$ cat src/rtl/dpw_pkg.sv
// Package for the depth pixel to world point block.
// Holds the field widths, register indexes and shared types; no dependencies.
package dpw_pkg;

  localparam int DEPTH_BITS = 16;
  localparam int COORD_BITS = 12;

  localparam int DEPTH_W = 16;
  localparam int COORD_W = 12;
  localparam int WORLD_W = 32;
  localparam int CFG_IDX_W = 8;
  localparam int CFG_DATA_W = 48;

  localparam logic [DEPTH_W-1:0] DEPTH_MASK = DEPTH_W'((64'd1 << DEPTH_BITS) - 64'd1);
  localparam logic [COORD_W-1:0] COORD_MASK = COORD_W'((64'd1 << COORD_BITS) - 64'd1);

  localparam logic [CFG_IDX_W-1:0] REG_DEPTH_SCALE = 8'd0;
  localparam logic [CFG_IDX_W-1:0] REG_INV_FOCAL_X = 8'd1;
  localparam logic [CFG_IDX_W-1:0] REG_INV_FOCAL_Y = 8'd2;
  localparam logic [CFG_IDX_W-1:0] REG_PRINCIPAL_POINT = 8'd3;
  localparam logic [CFG_IDX_W-1:0] REG_ROT_ROW_X = 8'd4;
  localparam logic [CFG_IDX_W-1:0] REG_ROT_ROW_Y = 8'd5;
  localparam logic [CFG_IDX_W-1:0] REG_ROT_ROW_Z = 8'd6;
  localparam logic [CFG_IDX_W-1:0] REG_TRANSLATION = 8'd7;

  localparam logic [23:0] RST_DEPTH_SCALE = 24'd16777;
  localparam logic [23:0] RST_INV_FOCAL = 24'd27962;
  localparam logic [31:0] RST_PRINCIPAL_POINT = 32'd251663360;
  localparam logic [47:0] RST_ROT_ROW_X = 48'd16384;
  localparam logic [47:0] RST_ROT_ROW_Y = 48'd1073741824;
  localparam logic [47:0] RST_ROT_ROW_Z = 48'd70368744177664;
  localparam logic [47:0] RST_TRANSLATION = 48'd0;

  // Load enables for the three register stages of one world axis.
  typedef struct packed {
    logic en_prod;
    logic en_acc;
    logic en_out;
  } axis_ctl_t;

endpackage

$ cat src/rtl/dpw_axis.sv
// One world axis: three rotation products, their sum with the translation,
// then rounding and saturation to Q16.16. Depends on dpw_pkg.
module dpw_axis (
  input  logic                clk,
  input  dpw_pkg::axis_ctl_t  ctl,
  input  logic [47:0]         coef_row,
  input  logic [15:0]         trans,
  input  logic signed [31:0]  cam_x,
  input  logic signed [31:0]  cam_y,
  input  logic signed [31:0]  cam_z,
  output logic signed [31:0]  world
);
  import dpw_pkg::*;

  logic signed [47:0] prod_x;
  logic signed [47:0] prod_y;
  logic signed [47:0] prod_z;
  logic signed [50:0] acc;
  logic signed [50:0] acc_rnd;
  logic signed [36:0] acc_sh;
  logic signed [31:0] world_next;

  always_ff @(posedge clk) begin
    if (ctl.en_prod) begin
      prod_x <= 48'($signed(coef_row[15:0])) * 48'(cam_x);
      prod_y <= 48'($signed(coef_row[31:16])) * 48'(cam_y);
      prod_z <= 48'($signed(coef_row[47:32])) * 48'(cam_z);
    end
    if (ctl.en_acc) begin
      acc <= 51'(prod_x) + 51'(prod_y) + 51'(prod_z) + (51'($signed(trans)) <<< 22);
    end
    if (ctl.en_out) begin
      world <= world_next;
    end
  end

  always_comb begin
    acc_rnd = acc + 51'sd8192;
    acc_sh = 37'(acc_rnd >>> 14);
    if (acc_sh > 37'sd2147483647) begin
      world_next = 32'sh7FFFFFFF;
    end else if (acc_sh < -37'sd2147483648) begin
      world_next = 32'sh80000000;
    end else begin
      world_next = 32'(acc_sh);
    end
  end

endmodule

$ cat config.mk
export PLATFORM = sky130hd
export DESIGN_NAME = dpw_axis
export DESIGN_NICKNAME = d
export VERILOG_FILES = /design/src/rtl/dpw_pkg.sv /design/src/rtl/dpw_axis.sv
export SDC_FILE = /design/constraint.sdc
export NUM_CORES = 2
export LEC_CHECK = 0
export ABC_AREA = 1
export BUFFER_PORTS_ARGS = -buffer_cell sky130_fd_sc_hd__buf_2
export CORE_MARGIN = 2
export CORE_UTILIZATION = 40
export CTS_BUF_LIST = sky130_fd_sc_hd__clkbuf_4
export DETAILED_ROUTE_END_ITERATION = 6
export GPL_ROUTABILITY_DRIVEN = 0
export PLACE_DENSITY_LB_ADDON = 0.12
export SLEW_MARGIN = 20
export SYNTH_ARGS = -nofsm -noshare
export SYNTH_HDL_FRONTEND = slang
export SYNTH_SLANG_ARGS = --single-unit
$ cat constraint.sdc
create_clock -name clk -period 5.4 [get_ports clk]
set_input_delay 0.54 -clock clk [delete_from_list [all_inputs] [get_ports clk]]
set_output_delay 0.54 -clock clk [all_outputs]
set_load 0.02 [all_outputs]
==> flow_summary_export.csv <==
group,metric,value,unit
worst_setup_path,required,6.02,ns
grt,antenna_found_initial,19,
clock_tree,clock_latency,0.82,ns
clock_tree,cts_max_path_buffers,3,
timing,drv_slew,0,
timing,clock.fmax,189,MHz
place,port_buffers,195,
floorplan,die_x,422,µm
timing,post-route-min-period,5.28,ns
timing,worst_clock_skew,0.0660,ns
timing,worst-slew-pin-transition,0.999,ns
timing,fin_crit_sh,0.978,
floorplan,io_pins,196,
final_layout,layout-drive-gt1-share,0.157,
worst_setup_path,rr_startpoint,"prod_x[33]$_DFFE_PP_",
worst_setup_path,crit_path_start_kind,"primary input",
yosys,synthTopCellsByCount,"inv_1 (2656), nand2_1 (2255), fa_1 (1532)",
grt,grt_overflow,0,
timing,hold_viol_final,0,
final_layout,areaGrowthSynthToFinish,18.6,%
worst_setup_path,arrival,5.90,ns
yosys,ys_warn_count,0,
yosys,synth-seq-cells,214,
yosys,ys.flop_type,"edfxtp_1",
clock_tree,tritoncts,"done",
final_layout,final_cell_area,0.0829,mm²
hold_path,hp-class,"primary input to flip-flop",
yosys,synthesis.area,0.0699,mm²
grt,globalRouteTotalUtil,0.234,
timing,rsz0062_at_grt,"yes",
clock_tree,path_clk_slew,0.06,ns
routing,drt-initial-drc-count,3725,
timing,relSlewSlack,0.334,
run_status,failed_checks,"design-rule violations",
yosys,synth_fp_nets,11017,
place,dp_hpwl,183000,µm
timing,whs,0.297,ns
timing,finalSetupViolCount,0,
place,place_ws,-1.13,ns
floorplan,core,0.174,mm²
floorplan,die-area,0.178,mm²
floorplan,start_util,0.402,
routing,wl,205000,µm
grt,grt_max_degree,99,
clock_tree,ctsRootBufferMaster,"clkbuf_4",
yosys,synthArstFlopShare,0,
grt,grt_pass1_vias,60766,
worst_setup_path,crit_type,"primary input to flip-flop",
yosys,synth_area_leaders,"fa_1 (44%), inv_1 (14%), nand2_1 (12%), edfxtp_1 (9.2%), ha_1 (7.4%)",
routing,vias_per_cell,4.71,
final_layout,final_nets,11849,
floorplan,std_cell_rows,153,
worst_setup_path,path_max_fanout,9,
timing,tns,0,ns
yosys,synth-edff-count,214,
yosys,synth_top_area_frac,0.439,
yosys,synth.distinct_cells,36,
timing,setup_ws,0.120,ns
clock_tree,cts_inserted_buffers,57,
routing,drc,1,
worst_setup_path,crit_end,"prod_y[29]$_DFFE_PP_",
routing,avgRoutedWirePerCell,16.9,µm
yosys,syn_inst,8910,
yosys,yosys.area.top_type,"fa_1",
floorplan,die_h,422,µm
clock_tree,htree_levels,2,
routing,first_pass_iters,7,
worst_setup_path,critical_path.startpoint,"coef_row[17]",
routing,ant_nets,0,
yosys,yosysMostFrequentCell,"inv_1",
yosys,synth-seq-area-share,0.0919,
grt,grt_pass1_wl,333000,µm
routing,vias,57089,
clock_tree,cts_sinks,214,
run_status,status,"finished with violations",
place,place_area,0.0809,mm²
worst_setup_path,end_kind,"flip-flop",
worst_setup_path,r2r-end,"acc[48]$_DFFE_PP_",
worst_setup_path,reg2reg_slack,1.78,ns
yosys,syn_avg_cell_area,7.85,µm²
worst_setup_path,worst_r2r_path_depth,11,
job,drv_cap,0,
clock_tree,holdBufCountCts,0,
worst min path at each step:
| stage | end | from | cells past startpoint | slack (ns) |
|---|---|---|---|---|
| detailed placement | world[31]$_SDFFCE_PN0P_ | acc[50]$_DFFE_PP_ | 2 | 0.66 |
| global route | prod_y[0]$_DFFE_PP_ | cam_y[0] | 4 | 0.24 |
| CTS | prod_y[0]$_DFFE_PP_ | cam_y[0] | 4 | 0.20 |
| finish | prod_y[0]$_DFFE_PP_ | cam_y[0] | 4 | 0.30 |
| global placement | world[31]$_SDFFCE_PN0P_ | acc[50]$_DFFE_PP_ | 2 | 0.66 |
| floorplan | world[31]$_SDFFCE_PN0P_ | acc[50]$_DFFE_PP_ | 2 | 0.56 |
layer usage:
| layer | GRT usage | wire (µm) | vias up |
|---|---|---|---|
| li1 | - | - | 27065 |
| met1 | 0.336 | 94200 | 28485 |
| met2 | 0.395 | 96700 | 1340 |
| met3 | 0.0184 | 9820 | 199 |
| met4 | 0.0357 | 4110 | 0 |
| met5 | 0 | 0 | - |
critical path, cell delays in order:
cell      delay (ns)
clkbuf_4        0.18
buf_4           0.20
buf_4           0.16
buf_4           0.15
nand2_1         0.05
inv_1           0.05
fa_1            0.50
fa_1            0.57
ha_1            0.16
inv_1           0.05
fa_1            0.47
inv_1           0.05
fa_1            0.54
inv_1           0.05
fa_1            0.47
inv_1           0.05
ha_1            0.32
buf_4           0.13
nand2_1         0.07
nor2_2          0.17
nand2_1         0.12
o211ai_1        0.23
buf_4           0.18
nand3_1         0.09
nand2_1         0.09
xor2_1          0.24
what timing repair did:
action / in CTS / in global routing
hold endpoints to repair: 0 / 0
gates resized for setup: 6 / 319
endpoints found under the setup margin: 6 / 90
buffers inserted: 2 / 8
pin swaps: 1 / 44
cloned: 0 / 2
through the flow:
stage,utilization,cells
after floorplan,-,8910
final,0.477,12120
after CTS,0.470,12100
after global placement,0.465,11997
after detailed placement,0.465,11997
after global routing,0.477,12117
layout make-up:
class                           count  area (µm²)
Timing Repair Buffer             1094        8640
Clock buffer                       78         586
Clock inverter                     23         201
Inverter                         2659        9980
Multi-Input combinational cell   5716       54200
Tap cell                         2325        2910
Antenna cell                       11        27.5
Fill cell                       17517       90900
Sequential cell                   214        6430
kinds of logic after synthesis:
group / count (synthesis) / synth area share
AOI/OAI and AO/OA: 519 / 0.0405
xor gates and xnor gates: 183 / 0.0229
adders and majority gates: 1943 / 0.512
buffers and inverters: 2980 / 0.160
DFF: 214 / 0.0919
and+or+nand+nor: 3071 / 0.172
cell usage in the layout, fill, tap and decap left out, drive strengths merged, types with 4 or more instances in the layout:
master,netlist,routed
a21boi,9,9
a21o,25,25
a21oi,253,253
a31oi,15,15
and3,5,5
buf,6,1069
bufinv,0,4
clkbuf,315,103
clkinv,0,18
diode,0,11
edfxtp,214,214
fa,1532,1532
ha,411,411
inv,2659,2659
nand2,2257,2257
nand3,142,142
nand3b,6,6
nand4,47,47
nor2,536,536
nor3,41,41
nor4,14,14
o211ai,5,5
o21a,10,10
o21ai,166,166
o21bai,36,36
or2,20,20
xnor2,61,61
xor2,122,122
registers in the layout (all words and copies together), names as in the netlist:
register / cells
prod_z: 48
world: 32
prod_y: 48
acc: 38
prod_x: 48
Power is left out: the tool's default activity adds up to more than one toggle a clock period on the data nets, which glitch-free logic cannot reach.
